**src/rtl/bfss_pkg.sv**
```systemverilog
// ----------------------------------------------------------------------------
// bfss_pkg
// Shared types and constants for the bounded FIFO server scheduler.
// ----------------------------------------------------------------------------
package bfss_pkg;

    // Queue geometry.
    localparam int QUEUE_DEPTH = 32;
    localparam int PTR_W       = $clog2(QUEUE_DEPTH);
    localparam int CNT_W       = PTR_W + 1;

    // Field widths.
    localparam int TIME_W  = 32;
    localparam int LEN_W   = 32;
    localparam int TAG_W   = 16;
    localparam int FIN_W   = 48;
    localparam int LIMIT_W = 6;

    // Stream and register port widths.
    localparam int S_DATA_W = 80;
    localparam int M_DATA_W = 64;
    localparam int APB_A_W  = 3;
    localparam int APB_D_W  = 32;

    // Register byte addresses.
    localparam logic [APB_A_W-1:0] ADDR_QUEUE_LIMIT = 3'd0;

    // Reset value of the queue limit register.
    localparam logic [LIMIT_W-1:0] LIMIT_RESET = LIMIT_W'(QUEUE_DEPTH);

    // Largest representable finish tick.
    localparam logic [FIN_W-1:0] FIN_MAX = {FIN_W{1'b1}};

    // One queued task as stored in the queue memory.
    typedef struct packed {
        logic [TAG_W-1:0]  tag;
        logic [LEN_W-1:0]  len;
        logic [TIME_W-1:0] arrival;
    } entry_t;

    // Controller states.
    typedef enum logic [2:0] {
        ST_IDLE,
        ST_READ,
        ST_CHECK,
        ST_RETIRE,
        ST_NEW,
        ST_FLUSH
    } state_t;

    // Commands from the controller to the datapath.
    typedef struct packed {
        logic load;
        logic check;
        logic retire;
        logic start_new;
        logic enqueue;
        logic drop;
        logic flush;
    } ctrl_cmd_t;

    // Status from the datapath to the controller.
    typedef struct packed {
        logic count_zero;
        logic head_due;
        logic new_ok;
        logic room;
        logic emit_ok;
        logic hold_valid;
        logic fin;
    } dp_status_t;

endpackage

```
**src/rtl/bfss_ctrl.sv**
```systemverilog
// ----------------------------------------------------------------------------
// bfss_ctrl
// Sequencer that walks one task item through retire, admit and drain steps.
// ----------------------------------------------------------------------------
module bfss_ctrl (
    input  logic                aclk,
    input  logic                aresetn,
    input  logic                s_tvalid,
    output logic                s_tready,
    input  bfss_pkg::dp_status_t status,
    output bfss_pkg::ctrl_cmd_t  cmd
);
    import bfss_pkg::*;

    state_t state_reg, state_next;
    logic   drain_reg, drain_next;
    logic   new_emits;
    logic   new_go;

    // The new task produces a result when it starts at once or is dropped.
    assign new_emits = status.new_ok || !status.room;
    assign new_go    = !new_emits || status.emit_ok;

    // State and drain flag registers.
    always_ff @(posedge aclk) begin
        if (!aresetn) begin
            state_reg <= ST_IDLE;
            drain_reg <= 1'b0;
        end else begin
            state_reg <= state_next;
            drain_reg <= drain_next;
        end
    end

    // Next state.
    always_comb begin
        state_next = state_reg;
        drain_next = drain_reg;
        unique case (state_reg)
            ST_IDLE: begin
                drain_next = 1'b0;
                if (s_tvalid) begin
                    state_next = ST_READ;
                end
            end
            ST_READ: begin
                state_next = ST_CHECK;
            end
            ST_CHECK: begin
                if (!status.count_zero && (drain_reg || status.head_due)) begin
                    state_next = ST_RETIRE;
                end else if (drain_reg) begin
                    state_next = ST_FLUSH;
                end else begin
                    state_next = ST_NEW;
                end
            end
            ST_RETIRE: begin
                if (status.emit_ok) begin
                    state_next = ST_READ;
                end
            end
            ST_NEW: begin
                if (new_go) begin
                    if (status.fin) begin
                        drain_next = 1'b1;
                        state_next = ST_READ;
                    end else begin
                        state_next = ST_FLUSH;
                    end
                end
            end
            ST_FLUSH: begin
                if (!status.hold_valid || status.emit_ok) begin
                    drain_next = 1'b0;
                    state_next = ST_IDLE;
                end
            end
            default: begin
                state_next = ST_IDLE;
            end
        endcase
    end

    // Commands.
    always_comb begin
        cmd      = '0;
        s_tready = 1'b0;
        unique case (state_reg)
            ST_IDLE: begin
                s_tready = 1'b1;
                cmd.load = s_tvalid;
            end
            ST_READ: begin
            end
            ST_CHECK: begin
                cmd.check = 1'b1;
            end
            ST_RETIRE: begin
                cmd.retire = status.emit_ok;
            end
            ST_NEW: begin
                cmd.start_new = new_go && status.new_ok;
                cmd.enqueue   = new_go && !status.new_ok && status.room;
                cmd.drop      = new_go && !status.new_ok && !status.room;
            end
            ST_FLUSH: begin
                cmd.flush = status.hold_valid && status.emit_ok;
            end
            default: begin
            end
        endcase
    end

endmodule

```
**src/rtl/bfss_dpath.sv**
```systemverilog
// ----------------------------------------------------------------------------
// bfss_dpath
// Queue memory, server clock, finish adder and the two-deep result buffer.
// ----------------------------------------------------------------------------
module bfss_dpath (
    input  logic                          aclk,
    input  logic                          aresetn,
    input  bfss_pkg::ctrl_cmd_t           cmd,
    output bfss_pkg::dp_status_t          status,
    input  logic [bfss_pkg::TIME_W-1:0]   in_arrival,
    input  logic [bfss_pkg::LEN_W-1:0]    in_len,
    input  logic [bfss_pkg::TAG_W-1:0]    in_tag,
    input  logic                          in_fin,
    input  logic [bfss_pkg::LIMIT_W-1:0]  queue_limit,
    output logic                          m_valid,
    input  logic                          m_ready,
    output logic [bfss_pkg::TAG_W-1:0]    m_tag,
    output logic [bfss_pkg::FIN_W-1:0]    m_finish,
    output logic                          m_dropped,
    output logic                          m_last
);
    import bfss_pkg::*;

    // Current item.
    logic [TIME_W-1:0] arrival_reg;
    logic [LEN_W-1:0]  len_reg;
    logic [TAG_W-1:0]  tag_reg;
    logic              fin_reg;

    // Server and queue state.
    logic [FIN_W-1:0]  free_reg;
    logic [PTR_W-1:0]  head_reg;
    logic [CNT_W-1:0]  count_reg;
    logic [FIN_W-1:0]  start_reg;
    entry_t            mem_q [QUEUE_DEPTH];
    entry_t            rd_reg;
    logic [PTR_W-1:0]  tail;
    logic [LIMIT_W-1:0] limit_eff;

    // Result buffer: one held result plus the output register.
    logic              hold_valid_reg;
    logic [TAG_W-1:0]  hold_tag_reg;
    logic [FIN_W-1:0]  hold_finish_reg;
    logic              hold_drop_reg;
    logic              out_valid_reg;
    logic [TAG_W-1:0]  out_tag_reg;
    logic [FIN_W-1:0]  out_finish_reg;
    logic              out_drop_reg;
    logic              out_last_reg;

    logic [FIN_W-1:0]  arrival_ext;
    logic [FIN_W-1:0]  head_start;
    logic [FIN_W-1:0]  add_a;
    logic [FIN_W-1:0]  add_b;
    logic [FIN_W:0]    add_sum;
    logic [FIN_W-1:0]  finish_sat;
    logic              emit_new;
    logic              out_free;
    logic [TAG_W-1:0]  new_tag;
    logic [FIN_W-1:0]  new_finish;

    assign arrival_ext = FIN_W'(arrival_reg);
    assign tail        = head_reg + count_reg[PTR_W-1:0];
    assign limit_eff   = (queue_limit > LIMIT_W'(QUEUE_DEPTH)) ?
                         LIMIT_W'(QUEUE_DEPTH) : queue_limit;

    // Start tick of the queued head: no earlier than its arrival or a free server.
    assign head_start = (free_reg > FIN_W'(rd_reg.arrival)) ?
                        free_reg : FIN_W'(rd_reg.arrival);

    // Shared finish adder with saturation.
    assign add_a      = cmd.retire ? start_reg : arrival_ext;
    assign add_b      = cmd.retire ? FIN_W'(rd_reg.len) : FIN_W'(len_reg);
    assign add_sum    = {1'b0, add_a} + {1'b0, add_b};
    assign finish_sat = add_sum[FIN_W] ? FIN_MAX : add_sum[FIN_W-1:0];

    // Result produced this cycle.
    assign emit_new   = cmd.retire || cmd.start_new || cmd.drop;
    assign new_tag    = cmd.retire ? rd_reg.tag : tag_reg;
    assign new_finish = cmd.drop ? '0 : finish_sat;
    assign out_free   = !out_valid_reg || m_ready;

    // Status toward the controller.
    always_comb begin
        status.count_zero = (count_reg == '0);
        status.head_due   = (head_start <= arrival_ext);
        status.new_ok     = (count_reg == '0) && (free_reg <= arrival_ext);
        status.room       = (count_reg < CNT_W'(limit_eff));
        status.emit_ok    = !hold_valid_reg || out_free;
        status.hold_valid = hold_valid_reg;
        status.fin        = fin_reg;
    end

    // Item capture and start tick register.
    always_ff @(posedge aclk) begin
        if (cmd.load) begin
            arrival_reg <= in_arrival;
            len_reg     <= in_len;
            tag_reg     <= in_tag;
            fin_reg     <= in_fin;
        end
        if (cmd.check) begin
            start_reg <= head_start;
        end
    end

    // Queue memory: one write port at the tail, registered read at the head.
    always_ff @(posedge aclk) begin
        if (cmd.enqueue) begin
            mem_q[tail] <= '{tag: tag_reg, len: len_reg, arrival: arrival_reg};
        end
        rd_reg <= mem_q[head_reg];
    end

    // Server clock, head pointer and fill count.
    always_ff @(posedge aclk) begin
        if (!aresetn) begin
            free_reg  <= '0;
            head_reg  <= '0;
            count_reg <= '0;
        end else begin
            if (cmd.retire || cmd.start_new) begin
                free_reg <= finish_sat;
            end
            if (cmd.retire) begin
                head_reg  <= head_reg + PTR_W'(1);
                count_reg <= count_reg - CNT_W'(1);
            end else if (cmd.enqueue) begin
                count_reg <= count_reg + CNT_W'(1);
            end
        end
    end

    // Held result: released as not last when another result follows.
    always_ff @(posedge aclk) begin
        if (!aresetn) begin
            hold_valid_reg <= 1'b0;
        end else if (emit_new) begin
            hold_valid_reg <= 1'b1;
        end else if (cmd.flush) begin
            hold_valid_reg <= 1'b0;
        end
        if (emit_new) begin
            hold_tag_reg    <= new_tag;
            hold_finish_reg <= new_finish;
            hold_drop_reg   <= cmd.drop;
        end
    end

    // Output register.
    always_ff @(posedge aclk) begin
        if (!aresetn) begin
            out_valid_reg <= 1'b0;
        end else if ((emit_new && hold_valid_reg) || cmd.flush) begin
            out_valid_reg <= 1'b1;
        end else if (m_ready) begin
            out_valid_reg <= 1'b0;
        end
        if ((emit_new && hold_valid_reg) || cmd.flush) begin
            out_tag_reg    <= hold_tag_reg;
            out_finish_reg <= hold_finish_reg;
            out_drop_reg   <= hold_drop_reg;
            out_last_reg   <= cmd.flush;
        end
    end

    assign m_valid   = out_valid_reg;
    assign m_tag     = out_tag_reg;
    assign m_finish  = out_finish_reg;
    assign m_dropped = out_drop_reg;
    assign m_last    = out_last_reg;

endmodule

```
**src/rtl/bounded_fifo_server_scheduler.sv**
```systemverilog
// ----------------------------------------------------------------------------
// bounded_fifo_server_scheduler
// Single server with a bounded FIFO waiting queue and tail drop.
// ----------------------------------------------------------------------------
// Sequence: an accepted item passes the read and check states, a retire and new
// read per retired queued task, then admit and flush, with the queue drained first
// for a final item; output stalls hold retire, admit and flush. Throughput: one
// item at a time, set by the registered queue read and the one shared finish adder.
// Reset: synchronous and active low; clears the server clock, head pointer,
// fill count and sets queue_limit to 32. Queue memory contents are not reset.
module bounded_fifo_server_scheduler (
    input  logic                            aclk,
    input  logic                            aresetn,
    // APB configuration port.
    input  logic                            psel,
    input  logic                            penable,
    input  logic                            pwrite,
    input  logic [bfss_pkg::APB_A_W-1:0]    paddr,
    input  logic [bfss_pkg::APB_D_W-1:0]    pwdata,
    output logic [bfss_pkg::APB_D_W-1:0]    prdata,
    output logic                            pready,
    // Task items.
    input  logic                            s_tvalid,
    output logic                            s_tready,
    input  logic [bfss_pkg::S_DATA_W-1:0]   s_tdata,  // arrival_time, run_length, task_tag
    input  logic                            s_tlast,  // final_task
    // Result items.
    output logic                            m_tvalid,
    input  logic                            m_tready,
    output logic [bfss_pkg::M_DATA_W-1:0]   m_tdata,  // done_tag, finish tick
    output logic                            m_tuser,  // dropped
    output logic                            m_tlast   // last_of_run
);
    import bfss_pkg::*;

    ctrl_cmd_t          cmd;
    dp_status_t         status;
    logic [LIMIT_W-1:0] limit_reg;
    logic [TAG_W-1:0]   out_tag;
    logic [FIN_W-1:0]   out_finish;

    // Configuration register.
    assign pready = 1'b1;

    always_ff @(posedge aclk) begin
        if (!aresetn) begin
            limit_reg <= LIMIT_RESET;
        end else if (psel && penable && pwrite && pready &&
                     (paddr == ADDR_QUEUE_LIMIT)) begin
            limit_reg <= pwdata[LIMIT_W-1:0];
        end
    end

    assign prdata = (paddr == ADDR_QUEUE_LIMIT) ? APB_D_W'(limit_reg) : '0;

    // Controller.
    bfss_ctrl u_ctrl (
        .aclk     (aclk),
        .aresetn  (aresetn),
        .s_tvalid (s_tvalid),
        .s_tready (s_tready),
        .status   (status),
        .cmd      (cmd)
    );

    // Datapath.
    bfss_dpath u_dpath (
        .aclk        (aclk),
        .aresetn     (aresetn),
        .cmd         (cmd),
        .status      (status),
        .in_arrival  (s_tdata[TIME_W-1:0]),
        .in_len      (s_tdata[TIME_W+LEN_W-1:TIME_W]),
        .in_tag      (s_tdata[TIME_W+LEN_W+TAG_W-1:TIME_W+LEN_W]),
        .in_fin      (s_tlast),
        .queue_limit (limit_reg),
        .m_valid     (m_tvalid),
        .m_ready     (m_tready),
        .m_tag       (out_tag),
        .m_finish    (out_finish),
        .m_dropped   (m_tuser),
        .m_last      (m_tlast)
    );

    assign m_tdata = {out_finish, out_tag};

endmodule

```
**config.mk**
```make
export PLATFORM = sky130hd
export DESIGN_NAME = bounded_fifo_server_scheduler
export DESIGN_NICKNAME = d
export VERILOG_FILES = /design/src/rtl/bfss_pkg.sv /design/src/rtl/bfss_ctrl.sv /design/src/rtl/bfss_dpath.sv /design/src/rtl/bounded_fifo_server_scheduler.sv
export SDC_FILE = /design/constraint.sdc
export NUM_CORES = 2
export LEC_CHECK = 0
export BUFFER_PORTS_ARGS = -buffer_cell sky130_fd_sc_hd__buf_2
export CAP_MARGIN = 20
export CORE_MARGIN = 3
export CORE_UTILIZATION = 45
export CTS_CLUSTER_SIZE = 12
export DETAILED_ROUTE_END_ITERATION = 10
export PLACE_DENSITY = 0.7
export SLEW_MARGIN = 25
export SYNTH_ARGS = -nofsm -noshare
export SYNTH_HDL_FRONTEND = slang
export SYNTH_SLANG_ARGS = --single-unit
```
**constraint.sdc**
```tcl
create_clock -name aclk -period 19.07 [get_ports aclk]
set_input_delay 3.814 -clock aclk [delete_from_list [all_inputs] [get_ports aclk]]
set_output_delay 3.814 -clock aclk [all_outputs]
set_load 0.02 [all_outputs]
```
Word-level counts from Yosys, hierarchy flattened:

Memory sizes are Yosys's and may differ from the RTL's. A register that Yosys moved wholly into a read port is not among the register bits.
Index checks and enable logic that the tools add are counted.

* memories kept: 1
* flip-flop bits (word level): 331
* memory bits (writable): 2560
* input bits: 123
* output and inout port bits: 101
* word-level logic and storage cells: 109

* $add $sub $neg: 5
* order comparisons: 5
* reductions and logical operators: 35
* equality and inequality tests: 10
* multiplexer cells: 33

Memories
* u_dpath.mem_q: words 32, width 80, read ports 1, clocked after Yosys merged registers in 1, write ports 1, line bfss_dpath.sv:35 `entry_t mem_q [QUEUE_DEPTH];`

Operator list (count)
* two-way mux 48 bit: 3
* <= comparator 48 x 32 -> 1 bit: 2
* adder 48 x 48 -> 49 bit: 1
* greater-than comparator 48 x 32 -> 1 bit: 1
* two-way mux 32 bit: 1
* two-way mux 6 bit: 4
* two-way mux 3 bit: 7
* one-hot mux 3 bit (6 select lines): 1
* two-way mux 16 bit: 1
* two-way mux 1 bit: 15
* logical AND 1 bit: 11
* logical OR 1 bit: 9
* != test 2 x 1 -> 1 bit, second input constant: 4
* AND reduction 4 bit: 2
* adder 6 x 1 -> 6 bit, second input constant: 1
* == test 3 x 2 -> 1 bit, second input constant: 2
* == test 3 bit, second input constant: 2
* greater-than comparator 6 bit, second input constant: 1
* zero test 1 bit: 6
* zero test 3 bit: 2
* zero test 6 bit: 1
* less-than comparator 6 bit: 1
* nonzero test 2 bit: 3
* subtractor 6 x 1 -> 6 bit, second input constant: 1
* 6 further kinds: 6

Depth between registers and ports, before layout:

* depth in word-level cells: 15
* mapped depth: 20

Cells and area by module:

Synthesis repeated with hierarchy kept, for this count alone.

* cell total of the unflattened synthesis: 5322
* area total of the unflattened synthesis: 115996.2 sq um

Modules (own cells, without submodules)
* bfss_dpath: sequential area each 87503.9 sq um, area each 115079.1 sq um, cells each 5208, instances 1
* bounded_fifo_server_scheduler: sequential area each 120.1 sq um, area each 523.0 sq um, cells each 64, instances 1
* bfss_ctrl: sequential area each 80.1 sq um, area each 394.1 sq um, cells each 50, instances 1

Least setup slack after synthesis:

No wires, ideal clock.

* kind: in2out
* from: in paddr[1] (netlist bit)
* to: out prdata[0] (netlist bit)
* arrival time: 4.432 ns
* buffers on the path: 0
* stages on the path: 2
* setup slack: 10.824 ns
* required time: 15.256 ns
* path through: nor3_1 -> and2_1

* cells in the longest elaborated chain, start to end: 2

Ends and longest elaborated chain
* start: declaration: line bounded_fifo_server_scheduler.sv:18 `input logic [bfss_pkg::APB_A_W-1:0] paddr,`
* zero test 3 bit: line bounded_fifo_server_scheduler.sv:54 `assign prdata = (paddr == ADDR_QUEUE_LIMIT) ? APB_D_W'(limit_reg) : '0;`
* two-way mux 6 bit: line bounded_fifo_server_scheduler.sv:54
* end: declaration: line bounded_fifo_server_scheduler.sv:20 `output logic [bfss_pkg::APB_D_W-1:0] prdata,`

No other way between the ends.

Final worst setup path:

* from: in m_tready
* to: reg u_dpath.hold_finish_reg[15], data pin

* cells in the longest elaborated chain, start to end: 6

Ends and longest elaborated chain
* start: declaration: line bounded_fifo_server_scheduler.sv:29 `input logic m_tready,`
* logical OR 1 bit (*): line bfss_dpath.sv:81 `assign out_free = !out_valid_reg || m_ready;`
* logical OR 1 bit (*): line bfss_dpath.sv:89 `status.emit_ok = !hold_valid_reg || out_free;`
* two-way mux 1 bit or logical OR 1 bit (tied branches): line bfss_ctrl.sv:89, bfss_ctrl.sv:22
* two-way mux 48 bit (tied with other cells): line bfss_dpath.sv:72 `assign add_a = cmd.retire ? start_reg : arrival_ext;`
* adder 48 x 48 -> 49 bit or logical AND 1 bit (tied branches): line bfss_dpath.sv:74, bfss_ctrl.sv:105
* two-way mux 48 bit or two-way mux 3 bit (tied branches): line bfss_dpath.sv:75, bfss_ctrl.sv:89
* end signal: assignment: line bfss_dpath.sv:145 `hold_finish_reg <= new_finish;`
* end: declaration: line bfss_dpath.sv:43 `logic [FIN_W-1:0] hold_finish_reg;`

Mark *: on every way between the ends. The rest lies on a longest branch, timed or not.
A chain may end at the register's enable or synchronous reset.

==> impl_metrics.xml <==
<?xml version="1.0" encoding="UTF-8"?>
<metrics>
  <group name="clock_network">
    <metric name="clk_pin_slew" unit="ps">60</metric>
    <metric name="cts_tree" unit="">done</metric>
    <metric name="clock_sink_count" unit="">2971</metric>
    <metric name="h-tree-depth" unit="">5</metric>
    <metric name="post_cts_hold_buffer_count" unit="">0</metric>
    <metric name="number_of_buffers_inserted_to_repair_setup_after_cts" unit="">0</metric>
    <metric name="cts_inserted_buffers" unit="">324</metric>
    <metric name="clock_path_buffers" unit="">4</metric>
    <metric name="cts.root.buffer_cell" unit="">clkbuf_16</metric>
    <metric name="cts_resized" unit="">0</metric>
    <metric name="clk_latency" unit="ps">980</metric>
  </group>
  <group name="logic_synthesis">
    <metric name="synthesis.instances" unit="">5396</metric>
    <metric name="count_of_yosys_warnings_during_synthesis" unit="">0</metric>
    <metric name="yosys.cell_types.count" unit="">81</metric>
    <metric name="yosysSeqAreaShare" unit="">0.755</metric>
    <metric name="synth_enable_flop_cells" unit="">2820</metric>
    <metric name="synth.avg_cell_area" unit="sq um">21.5</metric>
    <metric name="fraction_of_registers_with_async_set_reset" unit="">0</metric>
    <metric name="postSynthRegisterBits" unit="">2971</metric>
    <metric name="synth-main-ff-cell" unit="">edfxtp_1</metric>
    <metric name="yosys.area.top_type_share" unit="">0.729</metric>
    <metric name="synth_area" unit="sq um">116000</metric>
    <metric name="synth.largest_area_cell" unit="">edfxtp_1</metric>
    <metric name="synth_area_leaders" unit="">edfxtp_1 (73%), mux4_2 (16%), dfxtp_1 (2.6%), ha_1 (1.5%), nand2_1 (0.84%)</metric>
  </group>
  <group name="global_routing">
    <metric name="remaining_global_route_overflow" unit="">0</metric>
    <metric name="grt_antenna_before_repair" unit="">19</metric>
    <metric name="first_global_vias" unit="">57127</metric>
    <metric name="grt_use_total" unit="">0.219</metric>
    <metric name="global_route_wire_length_before_repair" unit="um">417000</metric>
    <metric name="grt_start_max_net_pins" unit="">142</metric>
  </group>
  <group name="detailed_routing">
    <metric name="met2RoutedLength" unit="um">141000</metric>
    <metric name="vias_after_detailed_routing" unit="">57120</metric>
    <metric name="route.met3.wl" unit="um">25500</metric>
    <metric name="wl_per_cell" unit="um">31.1</metric>
    <metric name="drt_first_iter_violations" unit="">7509</metric>
    <metric name="routed_wirelength" unit="um">291000</metric>
    <metric name="drt_pre_antenna_iters" unit="">6</metric>
    <metric name="vias_per_cell" unit="">6.09</metric>
    <metric name="route.top_layer_used" unit="">met5</metric>
    <metric name="met1Wirelength" unit="um">115000</metric>
    <metric name="drt_drc_violations_left" unit="">0</metric>
    <metric name="drt.antenna.violating_nets" unit="">0</metric>
  </group>
  <group name="floorplan">
    <metric name="io_pins" unit="">224</metric>
    <metric name="die_x" unit="um">514</metric>
    <metric name="chipHeight" unit="um">514</metric>
    <metric name="core.rowCount" unit="">185</metric>
    <metric name="effective_utilization_at_floorplan" unit="">0.455</metric>
    <metric name="die_area" unit="sq um">264000</metric>
    <metric name="core-area" unit="sq um">256000</metric>
  </group>
  <group name="layout">
    <metric name="syn_to_final_growth" unit="%">13.1</metric>
    <metric name="net_total_in_the_final_layout" unit="">6058</metric>
    <metric name="fillers" unit="">19599</metric>
    <metric name="drive_above_1_share" unit="">0.289</metric>
    <metric name="fin_area" unit="sq um">131000</metric>
    <metric name="largest_register_ffs" unit="">2560</metric>
    <metric name="postLayoutCoreUtil" unit="">0.515</metric>
  </group>
  <group name="worst_setup_path">
    <metric name="worst-path-max-fanout" unit="">69</metric>
    <metric name="timing.critical_path.required" unit="ps">19720</metric>
    <metric name="crit_path_end_kind" unit="">register</metric>
    <metric name="startpoint_type" unit="">input pin</metric>
    <metric name="critPathKind" unit="">input pin to register</metric>
    <metric name="critical_path_arrival" unit="ps">9460</metric>
  </group>
  <group name="sta">
    <metric name="setup_total_negative_slack" unit="ps">0</metric>
    <metric name="finClkSkew" unit="ps">76.0</metric>
    <metric name="rsz0062_at_grt" unit="">no</metric>
    <metric name="max_clock_freq" unit="MHz">113</metric>
    <metric name="final.period_utilization" unit="">0.462</metric>
    <metric name="final_period_minus_worst_setup_slack" unit="ps">8810</metric>
    <metric name="finalSetupViolations" unit="">0</metric>
    <metric name="tightest_slew" unit="ps">1110</metric>
    <metric name="report.final.slew_viol_count" unit="">0</metric>
    <metric name="slew_headroom" unit="">0.257</metric>
    <metric name="final_hold_violating_endpoints" unit="">0</metric>
  </group>
  <group name="placed_design">
    <metric name="numPortBuffers" unit="">170</metric>
    <metric name="place.gp.congestion" unit="">0.899</metric>
    <metric name="dpl-instance-area" unit="sq um">122000</metric>
    <metric name="place.detailed.hpwl" unit="um">155000</metric>
  </group>
  <group name="power">
    <metric name="total_power_density_per_cell_area" unit="nW/um^2">104</metric>
    <metric name="static-leakage-power" unit="nW">41.3</metric>
    <metric name="vdd.ir_drop.worst" unit="mV">0.115</metric>
  </group>
  <group name="run_status">
    <metric name="run_status" unit="">finished clean</metric>
  </group>
  <group name="flow_run">
    <metric name="maxCapViolations" unit="">0</metric>
  </group>
  <group name="worst_hold_path">
    <metric name="worst_hold_path_type" unit="">register to register</metric>
  </group>
</metrics>
==> routing by layer <==
metal | vias to the layer above | GRT usage
li1 | 23097 | -
met1 | 30391 | 0.310
met2 | 3073 | 0.347
met3 | 549 | 0.0377
met4 | 10 | 0.0772
met5 | - | 0
==> critical path, cell delays in order <==
cell      delay [ps]
buf_2            100
nor2b_1           60
nand2_1          170
nand3_4          510
inv_6            760
buf_4            850
o21ai_0          310
fa_1             530
a211oi_2         250
o211a_1          230
o21ai_2           90
o311a_2          390
o211ai_4         350
a211oi_4         250
buf_4            310
nor2_1           350
nor2_1            70
==> area by class of cell <==
cell class                      instances  area, sq um  area share
Sequential cell                      2971        87700       0.667
Multi-Input combinational cell       2076        27200       0.207
Clock buffer                          455         8860      0.0674
Tap cell                             3366         4210      0.0320
Timing Repair Buffer                  337         2460      0.0187
Clock inverter                         85          683     0.00520
Inverter                               80          307     0.00233
Antenna cell                            7         17.5    0.000133
==> final timing paths <==
kind,from,endpoint,slack (ps),cells after the start
hold / removal,u_dpath.hold_tag_reg[11]$_DFFE_PP_,u_dpath.m_tag[11]$_DFFE_PP_,420,0
setup / recovery,m_tready,u_dpath.hold_finish_reg[15]$_SDFFCE_PP0P_,10260,17
hold reg to reg,u_dpath.hold_tag_reg[11]$_DFFE_PP_,u_dpath.m_tag[11]$_DFFE_PP_,420,0
setup reg to reg,u_ctrl.state_reg[1]$_SDFFE_PN0P_,u_dpath.hold_finish_reg[15]$_SDFFCE_PP0P_,12560,15
==> power by group <==
part	internal [mW]	leakage (nW)	switching [mW]	total (mW)
Combinational	0.209	10.0	0.395	0.604
Clock	3.33	4.64	2.41	5.74
Sequential	7.26	26.7	0.0807	7.34
==> synth_stat cells, drive strengths merged (6+ instances only) <==
| cell | number |
|---|---|
| a211oi | 40 |
| a21o | 41 |
| a21oi | 80 |
| a31oi | 20 |
| and2 | 20 |
| and3 | 7 |
| buf | 128 |
| clkbuf | 166 |
| dfxtp | 151 |
| edfxtp | 2820 |
| ha | 142 |
| inv | 80 |
| mux2 | 113 |
| mux2i | 13 |
| mux4 | 800 |
| nand2 | 262 |
| nand2b | 11 |
| nand3 | 27 |
| nand4 | 30 |
| nor2 | 177 |
| nor2b | 12 |
| nor3 | 13 |
| nor4 | 10 |
| o211ai | 18 |
| o21a | 15 |
| o21ai | 76 |
| o21bai | 6 |
| xnor2 | 32 |
| xor2 | 19 |
==> stage by stage <==
stage	hold slack, ps	setup WS, ps	instances	power, mW
after floorplan	400	10820	5421	7.84
after global placement	401	9360	8802	8.04
after detailed placement	408	9330	8808	8.07
after CTS	419	10320	9348	13.8
after global routing	424	10040	9370	14.1
final	420	10260	9377	13.7
==> kinds of logic (layout without fill, tap and decap cells) <==
family          after synthesis  after routing  synth area share
compound gates              335            335            0.0205
xor+xnor                     51             51           0.00384
fa+ha+maj                   145            145            0.0158
buf+inv                     374            957            0.0144
flops                      2971           2971             0.755
mux                         926            926             0.168
other cells                   2             34         0.0000646
simple gates                592            592            0.0227
==> cells in the final DEF, fill, tap and decap left out, drive strengths merged, types with 4 or more instances in the layout <==
cell,n
nor3,13
nand2b,11
o21ai,76
and2,20
nand4,30
and3,7
bufinv,8
a21oi,80
nand3b,4
xor2,19
conb,27
a31oi,20
nand3,27
nor4,10
clkinv,68
mux2i,13
buf,337
or3,4
nor2,177
diode,7
a211oi,40
nand2,262
mux2,113
xnor2,32
o21bai,6
edfxtp,2820
mux4,800
o211ai,18
nor2b,12
o21a,15
clkbuf,455
inv,87
a21o,41
dfxtp,151
ha,142
Note: power is estimated with default switching activity, not from simulation.
